<file path="config.mk">
export PLATFORM = sky130hd
export DESIGN_NAME = bb3_queue
export DESIGN_NICKNAME = d
export VERILOG_FILES = /design/src/rtl/bb3_pkg.sv /design/src/rtl/bb3_queue.sv
export SDC_FILE = /design/constraint.sdc
export NUM_CORES = 1
export LEC_CHECK = 0
export ABC_AREA = 0
export BUFFER_PORTS_ARGS = -buffer_cell sky130_fd_sc_hd__buf_2
export CAP_MARGIN = 20
export CORE_ASPECT_RATIO = 0.6
export CORE_MARGIN = 1
export CORE_UTILIZATION = 40
export CTS_CLUSTER_DIAMETER = 150
export CTS_CLUSTER_SIZE = 40
export DETAILED_ROUTE_END_ITERATION = 10
export HOLD_SLACK_MARGIN = 0.12
export PLACE_DENSITY = 0.57
export SLEW_MARGIN = 20
export SYNTH_ARGS = -nofsm -noshare
export SYNTH_HDL_FRONTEND = slang
export SYNTH_SLANG_ARGS = --single-unit
</file>
<file path="constraint.sdc">
create_clock -name clk -period 2.46 [get_ports clk]
set_clock_uncertainty 0.1 [all_clocks]
set_input_delay 0.123 -clock clk [delete_from_list [all_inputs] [get_ports clk]]
set_output_delay 0.123 -clock clk [all_outputs]
set_load 0.005 [all_outputs]
</file>
<file path="src/rtl/bb3_pkg.sv">
// ----------------------------------------------------------------------------
// bb3_pkg
// Types, constants and helper functions shared by the 3x3 box blur modules.
// ----------------------------------------------------------------------------
package bb3_pkg;

  localparam int PIX_W = 24;
  localparam int CH_W = 8;
  localparam int SUM_W = 12;
  localparam int CNT_W = 4;
  localparam int SCALE_X_W = SUM_W + 1;
  localparam int RECIP_W = 18;
  localparam int RECIP_SHIFT = 18;
  localparam int PROD_W = SCALE_X_W + RECIP_W;

  localparam int CFG_W = 13;
  localparam int CFG_IDX_W = 1;
  localparam int FW_FIELD_W = 11;
  localparam int HEIGHT_W = 13;
  localparam int HEIGHT_MAX = 4096;
  localparam int HEIGHT_RESET = 1024;
  localparam int WIDTH_RESET = 1024;
  localparam int WIDTH_FIELD_MAX = 2047;

  localparam logic [CFG_IDX_W-1:0] REG_FRAME_WIDTH = 1'b0;
  localparam logic [CFG_IDX_W-1:0] REG_FRAME_HEIGHT = 1'b1;

  localparam int QUEUE_DEPTH = 4;
  localparam int QPTR_W = $clog2(QUEUE_DEPTH);

  // One stored stream word together with how the back end must treat it.
  typedef struct packed {
    logic [PIX_W-1:0] pixel;
    logic             emit;
    logic             last;
    logic             top;
    logic             bottom;
    logic             left;
    logic             right;
  } bb3_op_t;

  // Scaled reciprocal of twice the neighbor count: ceil(2^18 / (2*n)).
  // Exact floor division for every dividend below 8192.
  function automatic logic [RECIP_W-1:0] bb3_recip(input logic [CNT_W-1:0] n);
    logic [RECIP_W-1:0] r;
    case (n)
      4'd1:    r = 18'd131072;
      4'd2:    r = 18'd65536;
      4'd3:    r = 18'd43691;
      4'd4:    r = 18'd32768;
      4'd6:    r = 18'd21846;
      4'd9:    r = 18'd14564;
      default: r = 18'd0;
    endcase
    return r;
  endfunction

endpackage

</file>
<file path="src/rtl/bb3_queue.sv">
// ----------------------------------------------------------------------------
// bb3_queue
// Short first-in first-out queue of tagged words between front and back end.
// ----------------------------------------------------------------------------
module bb3_queue #(
  parameter int COL_W = 10
) (
  input  logic             clk,
  input  logic             rst,
  input  logic             push,
  input  bb3_pkg::bb3_op_t push_op,
  input  logic [COL_W-1:0] push_col,
  output logic             full,
  output logic             head_valid,
  input  logic             pop,
  output bb3_pkg::bb3_op_t head_op,
  output logic [COL_W-1:0] head_col
);
  import bb3_pkg::*;

  bb3_op_t          op_store [QUEUE_DEPTH];
  logic [COL_W-1:0] col_store [QUEUE_DEPTH];
  logic [QPTR_W-1:0] wr_ptr;
  logic [QPTR_W-1:0] rd_ptr;
  logic [QPTR_W:0]   count;

  assign full = (count == (QPTR_W + 1)'(QUEUE_DEPTH));
  assign head_valid = (count != '0);
  assign head_op = op_store[rd_ptr];
  assign head_col = col_store[rd_ptr];

  always_ff @(posedge clk) begin
    if (rst) begin
      wr_ptr <= '0;
      rd_ptr <= '0;
      count <= '0;
    end else begin
      if (push) begin
        wr_ptr <= wr_ptr + QPTR_W'(1);
      end
      if (pop) begin
        rd_ptr <= rd_ptr + QPTR_W'(1);
      end
      if (push && !pop) begin
        count <= count + (QPTR_W + 1)'(1);
      end else if (pop && !push) begin
        count <= count - (QPTR_W + 1)'(1);
      end
    end
  end

  always_ff @(posedge clk) begin
    if (push) begin
      op_store[wr_ptr] <= push_op;
      col_store[wr_ptr] <= push_col;
    end
  end

endmodule

</file>
Word level (Yosys, flattened, before mapping)
Memories as Yosys holds them, arrays and structs flattened. A register that Yosys moved wholly into a read port is not among the register bits.
Index checks and enable logic that the tools add are counted.

storage, ports and cells
  memory bits (read-only) = 0
  word-level logic and storage cells = 24
  output and inout bits = 42
  memories = 2
  bits in writable memories = 160
  latch bits = 0
  input port bits = 44
  register bits after elaboration = 7

memories
  name       words  bits a word  rd ports  clocked after memory_dff  write ports  line             RTL
  op_store   4      30           1         1                         1            bb3_queue.sv:21  bb3_op_t op_store [QUEUE_DEPTH];
  col_store  4      10           1         1                         1            bb3_queue.sv:22  logic [COL_W-1:0] col_store [QUEUE_DEPTH];

operators by class
  reductions and logical operators = 6
  $lt $le $gt $ge = 0
  divide/modulo/power cells = 0
  multiplexer cells = 8
  equal/unequal tests = 1
  bitwise operators = 0
  $add $sub $neg = 4
  shift-type cells = 0
  multiply operators = 0

operators by type and width
  cell                   count
  $mux W2                4
  $mux W3                2
  $add A2 B1 Y2 const B  2
  $add A3 B1 Y3 const B  1
  $eq A3 B3 Y1 const B   1
  $reduce_bool A3 Y1     1
  $sub A3 B1 Y3 const B  1
  $logic_and A1 B1 Y1    2
  $logic_not A1 Y1       2
  $mux W1                2
  $reduce_bool A2 Y1     1

Depth between registers and ports, before layout
  depth after elaboration = 4
  gate-level depth with buffers = 7
  mapped depth without buffers = 7

Least setup slack after synthesis
Ideal clock, no wire load.

  path type = register to register
  from = register wr_ptr[0]
  to = memory col_store[2][0], enable pin
  setup slack = 0.448 ns
  data arrival time = 1.511 ns
  clock period less this slack = 2.012 ns
  required time = 1.959 ns
  setup time = 0.401 ns
  cell stages (with the launch flop) = 4
  path buffers = 0
  path through = dfxtp_1 > inv_1 > ha_1 > and2_1

RTL lines
  element                 line             RTL
  start, declared         bb3_queue.sv:23  logic [QPTR_W-1:0] wr_ptr;
  start signal, assigned  bb3_queue.sv:39  wr_ptr <= wr_ptr + QPTR_W'(1);
  end, declared           bb3_queue.sv:22

No word-level cell before the write port.

==> run_results.csv <==
group,metric,value,unit
timing,setup_slack,236,ps
timing,setup_tns,0,ps
yosys,synth-seq-cells,169,
timing,relSlewSlack,0.621,
placement,numPortBuffers,85,
yosys,yosys.area.top_type,"edfxtp_1",
critical_path,slowest_delay,650,ps
clocking,numCtsBuffers,17,
min_path,min_path_type,"input port to flip-flop",
finish,drive_gt1_frac,0.422,
detailed_routing,vias,3006,
timing,tightest_slew,569,ps
yosys,synth_fp_nets,303,
grt,first_global_vias,3179,
die,pin_count,86,
critical_path,cp_cell_sequence,"buf_12 -> mux4_2 -> buf_2",
yosys,synth.distinct_cells,20,
grt,grt.overflow.total,0,
grt,grt_max_degree,30,
clocking,cts_max_path_buffers,2,
critical_path,cp_top_family,"flip-flops",
run,drv_cap,0,
critical_path,worst_ep_required_time,2240,ps
grt,antenna_found_initial,0,
power_and_ir_drop,p_leak,2.79,nW
yosys,synthesis.area,0.00625,mm2
die,rows,34,
critical_path,worstSetupEndpointType,"output port",
clocking,cts-root-buf,"clkbuf_16",
finish,fin_cells,613,
finish,mostFrequentLayoutCells,"160 x edfxtp_1, 85 x buf_2, 43 x dlygate4sd3_1, 40 x mux4_2, 17 x clkbuf_16",
detailed_routing,ant_nets,0,
placement,pre_cts_slack,628,ps
yosys,synthTopCellsByArea,"edfxtp_1 77%, mux4_2 14%, dfxtp_1 2.9%, buf_12 1.3%, ha_1 1.0%",
critical_path,crit_type,"flip-flop to output port",
yosys,syn_area_per_cell,24.7,um2
yosys,syn_inst,253,
power_and_ir_drop,p_per_area,834,mW/mm2
clocking,cts_num_sinks,169,
detailed_routing,drc_errors,0,
detailed_routing,drtIter0Drc,248,
detailed_routing,dr.pass1.iters,5,
clocking,htree_levels,4,
status,outcome,"complete, no violations",
clocking,clk_latency,420,ps
timing,grt_setup_unrepaired,"no",
timing,maxSlewViolCount,0,
placement,placed_cells,538,
timing,setup_viol,0,
timing,fmax,0.450,GHz
detailed_routing,drt-wirelength-per-cell,18.8,um
critical_path,crit_fanout,22,
die,fp.dieW,163,um
finish,layout_commonest_cell,"edfxtp_1",
critical_path,cp_data_arrival_time,2000,ps
yosys,yosysSeqAreaShare,0.798,
grt,grt_pass1_wl,17900,um
die,start_util,0.421,
timing,post-route-period-util,0.904,
placement,hpwl,7200,um
critical_path,start_kind,"flip-flop",
timing,min_period,2220,ps
die,die_area,0.0161,mm2
grt,grt_use_total,0.156,
critical_path,cp_slowest_cell,"dfxtp_4",
clocking,tritoncts,"yes",
detailed_routing,drt_wl_total,11500,um
clocking,clkTransAtPathRegs,70,ps
power_and_ir_drop,peakVddDrop,0.473,mV
timing,hold_violations,0,
finish,antenna_cells,0,
yosys,ys_warn_count,0,
yosys,synth_top_area_frac,0.769,
detailed_routing,viasPerCell,4.90,
die,design.core.area,0.0148,mm2
finish,final_nets,452,
critical_path,cp_num_buf_inv,2,
clocking,cts_resized,0,
placement,place_congestion,0.757,
finish,syn_to_final_growth,28.2,%
die,die_y,98.8,um
-- where the power goes --
group          internal [W]  leakage, nW  switching [W]
Sequential          0.00330         1.54      0.0000717
Clock               0.00146        0.299        0.00122
Combinational      0.000348        0.941       0.000283
-- final cells by class --
class | instances | area, um2
sequential | 169 | 4990
multi-input combinational | 70 | 1140
inverter | 4 | 15.0
timing repair buffer | 140 | 1010
clock buffer | 17 | 425
tap | 198 | 248
clock inverter | 15 | 183
fill | 1165 | 6840
-- sequential cells by signal, indices dropped and copies added, names as in the netlist, named ones only --
signal / flops
rd_ptr: 2
col_store: 40
op_store: 120
count: 3
wr_ptr: 2
-- metal layers --
layer | vias up | global-route usage | part of all wire
li1 | 1355 | - | -
met5 | - | 0 | 0
met2 | 80 | 0.228 | 0.44
met1 | 1557 | 0.222 | 0.50
met3 | 14 | 0.0492 | 0.049
met4 | 0 | 0.0539 | 0.012
-- synth_stat cells --
cell type and n:
inv_1 4, buf_12 4, mux4_2 40, xnor2_1 2, dfxtp_1 9, buf_2 4
nor2_1 7, clkbuf_1 1, and2_1 4, mux2i_1 2, xor2_1 3, nand2_1 1
ha_1 5, a21oi_1 1, nor3b_1 1, o21ai_0 1, fa_1 1, or3_1 2
edfxtp_1 160, buf_6 1
-- stage by stage --
step / total power (W) / hold slack, ps / utilization / cell area (um2)
finish: 0.00668 / 351 / 0.539 / 8010
global route: 0.00693 / 348 / 0.539 / 8010
CTS: 0.00676 / 335 / 0.539 / 8010
detailed placement: 0.00402 / 243 / 0.469 / 6970
global placement: 0.00401 / 238 / 0.469 / 6970
floorplan: 0.00375 / 122 / - / 6250
-- cell families after synthesis --
logic type / count (synthesis) / share of synthesized area
AO/OA/AOI/OAI: 2 / 0.00160
XOR/XNOR: 5 / 0.00701
adder cells (fa/ha/maj): 6 / 0.0132
buffers and inverters: 14 / 0.0208
flip-flops: 169 / 0.798
multiplexers: 42 / 0.147
AND/OR/NAND/NOR: 15 / 0.0120
-- what timing repair did --
action,CTS,global route
hold endpoints to repair,169,0
hold buffers,43,0
setup buffers,0,0
-- worst paths after layout --
check | slack [ps] | start | depth (start not counted) | end
setup reg to reg | 690 | wr_ptr[0]$_SDFFE_PP0P_ | 4 | col_store[0][0]$_DFFE_PP_
setup / recovery | 240 | flip-flop | 3 | head_op[23]
hold reg to reg | 400 | count[2]$_SDFFE_PP0P_ | 2 | count[2]$_SDFFE_PP0P_
hold / removal | 350 | push_op[14] | 2 | op_store[3][14]$_DFFE_PP_
No activity file was read; power rests on OpenSTA's default activity.
