### config.mk
export PLATFORM = sky130hd
export DESIGN_NAME = bb3_front
export DESIGN_NICKNAME = d
export VERILOG_FILES = /design/src/rtl/bb3_pkg.sv /design/src/rtl/bb3_front.sv
export SDC_FILE = /design/constraint.sdc
export NUM_CORES = 1
export LEC_CHECK = 0
export BUFFER_PORTS_ARGS = -buffer_cell sky130_fd_sc_hd__buf_2
export CELL_PAD_IN_SITES_DETAIL_PLACEMENT = 1
export CELL_PAD_IN_SITES_GLOBAL_PLACEMENT = 2
export CORE_MARGIN = 5
export CORE_UTILIZATION = 33
export DETAILED_ROUTE_END_ITERATION = 8
export GPL_TIMING_DRIVEN = 0
export PLACE_DENSITY_LB_ADDON = 0.15
export SETUP_SLACK_MARGIN = 0.02
export SYNTH_ARGS = -nofsm -noshare
export SYNTH_HDL_FRONTEND = slang
export SYNTH_SLANG_ARGS = --single-unit
### constraint.sdc
create_clock -name clk -period 3.35 [get_ports clk]
set_clock_uncertainty 0.1 [all_clocks]
set_input_delay 0.335 -clock clk [delete_from_list [all_inputs] [get_ports clk]]
set_output_delay 0.335 -clock clk [all_outputs]
set_load 0.01 [all_outputs]
### src/rtl/bb3_pkg.sv
// ----------------------------------------------------------------------------
// bb3_pkg
// Types, constants and helper functions shared by the 3x3 box blur modules.
// ----------------------------------------------------------------------------
package bb3_pkg;

  localparam int PIX_W = 24;
  localparam int CH_W = 8;
  localparam int SUM_W = 12;
  localparam int CNT_W = 4;
  localparam int SCALE_X_W = SUM_W + 1;
  localparam int RECIP_W = 18;
  localparam int RECIP_SHIFT = 18;
  localparam int PROD_W = SCALE_X_W + RECIP_W;

  localparam int CFG_W = 13;
  localparam int CFG_IDX_W = 1;
  localparam int FW_FIELD_W = 11;
  localparam int HEIGHT_W = 13;
  localparam int HEIGHT_MAX = 4096;
  localparam int HEIGHT_RESET = 1024;
  localparam int WIDTH_RESET = 1024;
  localparam int WIDTH_FIELD_MAX = 2047;

  localparam logic [CFG_IDX_W-1:0] REG_FRAME_WIDTH = 1'b0;
  localparam logic [CFG_IDX_W-1:0] REG_FRAME_HEIGHT = 1'b1;

  localparam int QUEUE_DEPTH = 4;
  localparam int QPTR_W = $clog2(QUEUE_DEPTH);

  // One stored stream word together with how the back end must treat it.
  typedef struct packed {
    logic [PIX_W-1:0] pixel;
    logic             emit;
    logic             last;
    logic             top;
    logic             bottom;
    logic             left;
    logic             right;
  } bb3_op_t;

  // Scaled reciprocal of twice the neighbor count: ceil(2^18 / (2*n)).
  // Exact floor division for every dividend below 8192.
  function automatic logic [RECIP_W-1:0] bb3_recip(input logic [CNT_W-1:0] n);
    logic [RECIP_W-1:0] r;
    case (n)
      4'd1:    r = 18'd131072;
      4'd2:    r = 18'd65536;
      4'd3:    r = 18'd43691;
      4'd4:    r = 18'd32768;
      4'd6:    r = 18'd21846;
      4'd9:    r = 18'd14564;
      default: r = 18'd0;
    endcase
    return r;
  endfunction

endpackage

### src/rtl/bb3_front.sv
// ----------------------------------------------------------------------------
// bb3_front
// Accepts stream words, tracks input and output positions in the frame and
// tags each stored word with its emit flag, last flag and border flags.
// ----------------------------------------------------------------------------
module bb3_front #(
  parameter int MAX_WIDTH = 1024
) (
  input  logic                        clk,
  input  logic                        rst,
  input  logic                        cfg_write_en,
  input  logic [bb3_pkg::CFG_IDX_W-1:0] cfg_index,
  input  logic [bb3_pkg::CFG_W-1:0]   cfg_data,
  input  logic                        in_valid,
  output logic                        in_ready,
  input  logic                        mode,
  input  logic [7:0]                  red_in,
  input  logic [7:0]                  green_in,
  input  logic [7:0]                  blue_in,
  output logic                        push,
  output bb3_pkg::bb3_op_t            push_op,
  output logic [((MAX_WIDTH < 2047 ? MAX_WIDTH : 2047) > 1 ?
                 $clog2(MAX_WIDTH < 2047 ? MAX_WIDTH : 2047) : 1)-1:0] push_col,
  input  logic                        q_full
);
  import bb3_pkg::*;

  localparam int WIDTH_MAX_EFF = (MAX_WIDTH < WIDTH_FIELD_MAX) ? MAX_WIDTH : WIDTH_FIELD_MAX;
  localparam int COL_W = (WIDTH_MAX_EFF > 1) ? $clog2(WIDTH_MAX_EFF) : 1;
  localparam int WREG_W = $clog2(WIDTH_MAX_EFF + 1);
  localparam int WIDTH_RESET_EFF = (WIDTH_MAX_EFF < WIDTH_RESET) ? WIDTH_MAX_EFF : WIDTH_RESET;

  logic [WREG_W-1:0]   width_eff;
  logic [HEIGHT_W-1:0] height_eff;
  logic [HEIGHT_W-1:0] in_row;
  logic [COL_W-1:0]    in_col;
  logic [HEIGHT_W-2:0] out_row;
  logic [COL_W-1:0]    out_col;

  logic [WREG_W-1:0]     width_m1;
  logic [HEIGHT_W-1:0]   height_m1;
  logic [FW_FIELD_W-1:0] fw;
  logic [HEIGHT_W-1:0]   fh;
  logic [WREG_W-1:0]     width_next;
  logic [HEIGHT_W-1:0]   height_next;
  logic                  accept;
  logic                  tail;
  logic                  ignore;
  logic                  emit;
  logic                  in_col_end;
  logic                  out_col_end;
  logic                  out_row_end;
  logic                  last;

  always_comb begin
    fw = cfg_data[FW_FIELD_W-1:0];
    fh = cfg_data[HEIGHT_W-1:0];
    if (fw == '0) begin
      width_next = WREG_W'(1);
    end else if (int'(fw) > WIDTH_MAX_EFF) begin
      width_next = WREG_W'(WIDTH_MAX_EFF);
    end else begin
      width_next = WREG_W'(fw);
    end
    if (fh == '0) begin
      height_next = HEIGHT_W'(1);
    end else if (int'(fh) > HEIGHT_MAX) begin
      height_next = HEIGHT_W'(HEIGHT_MAX);
    end else begin
      height_next = fh;
    end
  end

  always_comb begin
    width_m1 = width_eff - WREG_W'(1);
    height_m1 = height_eff - HEIGHT_W'(1);
    in_ready = !q_full;
    accept = in_valid && in_ready;
    // Once every pixel of the frame is in, all words only push the tail out.
    tail = (in_row >= height_eff);
    ignore = !tail && mode;
    push = accept && !ignore;
    emit = (in_row > HEIGHT_W'(1)) || ((in_row == HEIGHT_W'(1)) && (in_col != '0));
    in_col_end = (WREG_W'(in_col) == width_m1);
    out_col_end = (WREG_W'(out_col) == width_m1);
    out_row_end = ({1'b0, out_row} == height_m1);
    last = out_row_end && out_col_end;

    push_op.pixel = tail ? '0 : {blue_in, green_in, red_in};
    push_op.emit = emit;
    push_op.last = last;
    push_op.top = (out_row == '0);
    push_op.bottom = out_row_end;
    push_op.left = (out_col == '0);
    push_op.right = out_col_end;
    push_col = in_col;
  end

  always_ff @(posedge clk) begin
    if (rst) begin
      width_eff <= WREG_W'(WIDTH_RESET_EFF);
      height_eff <= HEIGHT_W'(HEIGHT_RESET);
      in_row <= '0;
      in_col <= '0;
      out_row <= '0;
      out_col <= '0;
    end else if (cfg_write_en) begin
      unique case (cfg_index)
        REG_FRAME_WIDTH:  width_eff <= width_next;
        REG_FRAME_HEIGHT: height_eff <= height_next;
        default: ;
      endcase
      in_row <= '0;
      in_col <= '0;
      out_row <= '0;
      out_col <= '0;
    end else if (push) begin
      if (in_col_end) begin
        in_col <= '0;
        in_row <= in_row + HEIGHT_W'(1);
      end else begin
        in_col <= in_col + COL_W'(1);
      end
      if (emit) begin
        if (last) begin
          in_row <= '0;
          in_col <= '0;
          out_row <= '0;
          out_col <= '0;
        end else if (out_col_end) begin
          out_col <= '0;
          out_row <= out_row + (HEIGHT_W - 1)'(1);
        end else begin
          out_col <= out_col + COL_W'(1);
        end
      end
    end
  end

endmodule

* Word level (Yosys, flattened, before mapping)
Cells that the tools add are included.
W data, S select, Z words.
** Storage, ports and cells
- Logic and storage cells :: 56
- Flip-flop bits (word level) :: 69
- Output and inout bits :: 42
** Cells by class
- Equal/unequal tests :: 4
- Bitwise logic cells :: 1
- $add $sub $neg :: 6
- Muxes and demuxes :: 15
- Reductions and logical operators :: 20
- $lt $le $gt $ge :: 4
** Operator list (count)
- $mux W13 :: 5
- $mux W10 :: 5
- $mux W12 :: 2
- $mux W24 :: 1
- $eq A10 B11 Y1 :: 2
- $mux W11 :: 2
- $add A10 B1 Y10 const B :: 2
- $add A13 B1 Y13 const B :: 1
- $eq A12 B13 Y1 :: 1
- $eq A13 B1 Y1 const B :: 1
- $ge A13 B13 Y1 :: 1
- $gt A13 B1 Y1 const B :: 1
- $gt A13 B13 Y1 const B :: 1
- $logic_not A13 Y1 :: 1
- $sub A13 B1 Y13 const B :: 1
- $add A12 B1 Y12 const B :: 1
- $logic_not A12 Y1 :: 1
- $gt A11 B11 Y1 const B :: 1
- $logic_not A11 Y1 :: 1
- $sub A11 B1 Y11 const B :: 1
- $logic_not A10 Y1 :: 1
- $reduce_bool A10 Y1 :: 1
- $reduce_and A2 Y1 :: 3
- $logic_and A1 B1 Y1 :: 5
- other kinds (6) :: 8

* Logic depth before layout (Yosys ltp)
- Depth in word-level cells :: 6
- Gate-level depth with buffers :: 12

* Worst setup path before layout
Ideal clock, no wire load.
- Path type :: register to register
- From :: register width_eff[1]
- To :: register in_row[10]
- Setup time :: 0.070 ns
- Clock period less this slack :: 2.959 ns
- Arrival time :: 2.789 ns
- Path slack :: 0.391 ns
- Stages on the path, launching flop included :: 12
- Cells stage by stage :: dfxtp_1 > clkbuf_1 > inv_1 > ha_1 > xnor2_1 > xnor2_1 > or4_4 > nor4_2 > nand4_2 > buf_6 > or3_1 > a21oi_1
** On the way
- Longest elaborated chain between the ends :: 5
- Elaborated cells between the ends (all ways) :: 7
- Those cells by class :: add/sub: 1; eq/ne: 2; mux: 3; reduce/logical: 1
** Ends and longest elaborated chain
- start: declaration :: line bb3_front.sv:33 : logic [WREG_W-1:0] width_eff;
- start signal: assignment :: line bb3_front.sv:101 : width_eff <= WREG_W'(WIDTH_RESET_EFF);
- start signal: assignment :: line bb3_front.sv:109 : REG_FRAME_WIDTH: width_eff <= width_next;
- $sub A11 B1 Y11 (*) :: line bb3_front.sv:75 : width_m1 = width_eff - WREG_W'(1);
- $eq A10 B11 Y1 (on tied branches) :: line bb3_front.sv:84, bb3_front.sv:85
- $mux W13 or $logic_and A1 B1 Y1 (tied branches) :: line bb3_front.sv:118, bb3_front.sv:87
- $mux W13 :: line bb3_front.sv:125 : if (last) begin
- $mux W13 (*) :: line bb3_front.sv:124 : if (emit) begin
- end signal: assignment :: line bb3_front.sv:120 : in_row <= in_row + HEIGHT_W'(1);
- end: declaration :: line bb3_front.sv:35 : logic [HEIGHT_W-1:0] in_row;
Mark *: on every way between the ends. The rest lies on a longest branch, timed or not.
A chain may end at the register's enable or synchronous reset.

* Worst setup path after layout
- From :: register height_eff[1]
- To :: output push_op[4] (netlist bit)
** On the way
- Longest elaborated chain between the ends :: 3
** Ends and longest elaborated chain
- start: declaration :: line bb3_front.sv:34 : logic [HEIGHT_W-1:0] height_eff;
- start signal: assignment :: line bb3_front.sv:102 : height_eff <= HEIGHT_W'(HEIGHT_RESET);
- start signal: assignment :: line bb3_front.sv:110 : REG_FRAME_HEIGHT: height_eff <= height_next;
- $sub A13 B1 Y13 :: line bb3_front.sv:76 : height_m1 = height_eff - HEIGHT_W'(1);
- $eq A12 B13 Y1 :: line bb3_front.sv:86 : out_row_end = ({1'b0, out_row} == height_m1);
- $logic_and A1 B1 Y1 :: line bb3_front.sv:87 : last = out_row_end && out_col_end;
- end: declaration :: line bb3_front.sv:21 : output bb3_pkg::bb3_op_t push_op,
Every way passes these cells.

==> summary.txt <==
Global routing
  • Total routing usage reported by global routing: ~20%
  • Maximum number of pins on one net before global-route repair: 12
  • M3 GR Usage: under 10%
  • Top Usage Layer GRT: met2
  • Total overflow reported by the global router: 0
  • Met2 capacity usage during global routing: roughly a third
  • Antenna violations before repair: 0
  • Met1 track demand over resource in global routing: between 20 and 30%
  • Wire length of the first global-routing pass: ~28000 um
  • Via count of the first global-routing pass: between 5000 and 6000

Timing
  • Setup-failing EPs final: 0
  • Clock period minus final worst setup slack: 3.21 ns
  • Worst slew slack as a fraction of its limit: a little over half
  • Setup repair after global routing missed its margin: true
  • Number of hold-slack violations in the final timing report: 0
  • Final clock period utilization by the worst path: 95.9%
  • Actual transition at the worst max-transition pin: ~0.69 ns
  • Fmax achieved: 311 MHz
  • Final slew viol count: 0
  • Minimum setup slack in the final design: 0.139 ns

Synth
  • Number of standard cells after synthesis: ~660
  • Number of enable-type register cells in the synthesized netlist: 0
  • Post-synthesis sequential element count: 69
  • Area share of the largest cell type after synthesis: between 20% and 30%
  • Summed instance area of the synthesized netlist: 5100 um^2
  • Async set-or-reset flop fraction in the synthesized netlist: 0%
  • Dominant register cell in the synthesized netlist: sky130_fd_sc_hd__dfxtp_1
  • Syn Area/Cell: roughly 8 um^2
  • Synthesis Warnings: 0
  • Mapped Nets: a little over 700
  • Sequential cell area fraction in the yosys report: between 20% and 30%
  • Cell types occupying the most area after synthesis: sky130_fd_sc_hd__dfxtp_1, sky130_fd_sc_hd__ha_1, sky130_fd_sc_hd__xnor2_1
  • Number of unique standard cell types used by synthesis: 73
  • Biggest area consumer among synthesized cells: sky130_fd_sc_hd__dfxtp_1

Floorplanning
  • Starting density of the core: 33.5%
  • Die height: between 100 and 150 um
  • Die Outline Area: between 15000 and 20000 um^2
  • Area of the core region: 15200 um^2
  • Number of primary I/O pins: between 80 and 90
  • Cell row count: 45
  • Width of the die: about 130 um

CTS
  • Clock tree from TritonCTS: done
  • Cell at the root of the clock tree: sky130_fd_sc_hd__clkbuf_16
  • Sinks on Clock Net: 69
  • Total of hold buffers inserted after clock tree synthesis: 0
  • Max clock buf depth: 2
  • Clock-pin slew of the registers on the worst-case setup and hold paths: 0.05 ns
  • Skew-Pair Late Insertion Delay: 0.34 ns
  • H-tree Lvls: 3
  • Clock buffer count from CTS: 9

Route
  • Total wirelength of the detailed-routed design: around 18000 um
  • Vias per cell: approximately 5.6
  • Post-detailed-route wirelength per cell: between 15 and 20 um
  • Iteration-0 DRC count of the detailed router: ~360
  • Vias after detailed routing: 5290
  • Count of nets left with antenna violations after detail routing: 0
  • DRC violations left: 0
  • Pre-Repair DR Iteration Count: 4

Placement
  • Port Buf Inserts: between 80 and 90
  • Area after DPL: 5750 um^2
  • Placed wire-length estimate after detailed placement: between 10000 and 15000 um
  • Final estimated routing congestion in global placement: 0.822
  • Worst setup slack before clock tree synthesis: -0.313 ns

Worst setup path
  • Count of buffering cells on the critical path with inverters included: 3
  • Signal arrival time at the worst endpoint: 2.78 ns
  • Kind of cell adding the most delay to the critical path: simple AND/OR/NAND/NOR gates
  • CP endpoint kind: output pin
  • Max stage delay cell, worst path: sky130_fd_sc_hd__or4_4
  • Critical register-to-register path startpoint: width_eff[3]$_SDFFE_PP0P_
  • Setup Crit Path Kind: reg -> out
  • Number of logic stages on the critical path including buffering: 10
  • Crit Path Max Fanout: 7
  • Capturing point of the worst reg2reg path: out_row[6]$_SDFFE_PP0P_
  • CP startpoint kind: flop
  • Critical-path cell list: inv_1 > ha_2 > nor2b_1 > or3_1 > a31oi_2 > nand2_1 > or4_4 > nor2_1 > buf_4 > buf_2
  • Length in cells of the worst reg-to-reg path: 10
  • Required @ worst endpoint: approximately 2.9 ns
  • R2r setup slk: 0.19 ns
  • Largest stage delay on the critical path: between 0.5 and 0.6 ns

Min path
  • Class of the tightest hold or removal check: in -> reg
  • Number of cells traversed by the worst hold path: 3
  • Startpoint of the worst hold path: cfg_data[1]
  • Sink of the worst hold path: height_eff[1]$_SDFFE_PP0P_

Layout
  • Number of nets at the end of the flow: slightly above 800
  • Share of post-route cells with drive strength above 1: 21.9%
  • Fillers: 1895
  • Number of antenna cells inserted: 0
  • Layout-stage area growth over the synthesis result: 22.0%
  • Final standard cell area without fillers: between 6000 and 7000 um^2

Flow run
  • Max_cap viols: 0

Power
  • Leakage power: about 2.4 nW
  • Power density cells: ~340 nW/um^2
  • Final total power: 2.13 mW
  • IR Drop Worst-Case VDD: around 0.00023 V

Status
  • Result of the run: finished, final reports clean
flip-flops by register name, summed over array words and instances (netlist names):
register,cells
height_eff,13
in_row,13
out_row,12
width_eff,11
out_col,10
push_col,10
tightest hold or removal path, delay by kind of cell:
kind                   cells  cell delay, ns
AOI/OAI and AO/OA          1            0.07
buffers and inverters      1            0.11
and+or+nand+nor            1            0.08
cell usage in the layout, fill, tap and decap left out, types with 9 or more instances in the layout:
cell,n
sky130_fd_sc_hd__and2_1,26
sky130_fd_sc_hd__o21ai_0,12
sky130_fd_sc_hd__nor4_1,17
sky130_fd_sc_hd__nor2_1,53
sky130_fd_sc_hd__nand2_1,38
sky130_fd_sc_hd__or4_1,11
sky130_fd_sc_hd__o31ai_1,12
sky130_fd_sc_hd__nor3_1,19
sky130_fd_sc_hd__xor2_1,22
sky130_fd_sc_hd__nand3_1,29
sky130_fd_sc_hd__ha_1,21
sky130_fd_sc_hd__a21oi_1,45
sky130_fd_sc_hd__clkbuf_16,9
sky130_fd_sc_hd__and3_1,12
sky130_fd_sc_hd__dfxtp_1,65
sky130_fd_sc_hd__clkbuf_1,18
sky130_fd_sc_hd__o21ai_1,9
sky130_fd_sc_hd__inv_1,39
sky130_fd_sc_hd__buf_4,14
sky130_fd_sc_hd__or3_1,15
sky130_fd_sc_hd__a22oi_1,14
sky130_fd_sc_hd__buf_2,87
sky130_fd_sc_hd__nand4_1,17
sky130_fd_sc_hd__xnor2_1,27
layout make-up:
class | instances | area (um^2) | share of cell area, %
clock inverters | 1 | 7.51 | 0.121
repair buffers | 92 | 483 | 7.76
flip-flops and latches | 69 | 1390 | 22.3
multi-input cells | 507 | 3480 | 56.0
inverters | 39 | 146 | 2.35
clock buffers | 12 | 267 | 4.28
well taps | 188 | 235 | 3.78
plain buffers | 38 | 210 | 3.38
cells by family (layout without fill, tap and decap cells):
group	after synthesis	in the layout	share of synthesized area [%]
simple gates	297	297	34.2
mux	4	4	0.835
fa+ha+maj	23	23	5.65
xor+xnor	49	49	8.42
compound gates	134	134	16.9
buf+inv	79	182	6.85
flops	69	69	27.1
Yosys cell counts (all sizes together) (3+ instances only):
cell type	count
nand4	19
and2	27
nand3	29
o31ai	13
nand2	38
a31oi	7
or3	16
clkbuf	25
nor2b	8
or2	4
and4	3
or4b	3
ha	23
nor4b	5
nor3b	8
and3	12
buf	15
inv	39
a21oi	46
and3b	3
nor3	22
nand2b	6
or4	14
nor4	22
nor2	54
xnor2	27
o21ai	23
o21a	4
a22oi	14
a211oi	5
dfxtp	69
xor2	22
metal layers:
metal	up-vias	share of wire, %
li1	2563	-
met3	12	4.3
met2	98	47
met5	-	0
met1	2617	47
met4	0	1.1
what timing repair did:
| item | 4_1_cts | 5_1_grt |
|---|---|---|
| gates resized for setup | 14 | 25 |
| endpoints found under the hold margin | 0 | 0 |
| pin swaps | 4 | 4 |
| setup endpoints to repair | 46 | 67 |
| setup buffers | 6 | 3 |
worst max path at each step:
stage / startpoint / end / slack, ns
2_1_floorplan: width_eff[1]$_SDFFE_PP0P_ / in_row[10]$_SDFFE_PP0N_ / 0.39
3_3_place_gp: width_eff[1]$_SDFFE_PP0P_ / in_row[0]$_SDFFE_PP0N_ / -0.19
3_5_place_dp: width_eff[1]$_SDFFE_PP0P_ / out_row[7]$_SDFFE_PP0P_ / -0.31
4_1_cts: width_eff[0]$_SDFFE_PP0P_ / out_row[11]$_SDFFE_PP0P_ / 0.03
5_1_grt: in_row[1]$_SDFFE_PP0N_ / out_col[8]$_SDFFE_PP0P_ / 0.01
6_report: height_eff[1]$_SDFFE_PP0P_ / push_op[4] / 0.14
stage by stage:
step / setup TNS [ns] / hold WS, ns / utilization, % / instances
after floorplan: 0 / 0.362 / - / 655
after global placement: -5.15 / 0.403 / 37.8 / 926
after detailed placement: -9.69 / 0.405 / 37.8 / 926
after CTS: 0 / 0.202 / 40.2 / 943
after global routing: 0 / 0.211 / 40.9 / 946
final: 0 / 0.196 / 40.9 / 946
power breakdown:
group | switching (mW) | internal (mW) | total [mW]
registers | 0.0179 | 0.831 | 0.849
logic | 0.213 | 0.165 | 0.378
clock network | 0.348 | 0.549 | 0.897
total | 0.579 | 1.55 | 2.13
(Power assumes the default switching activity.)
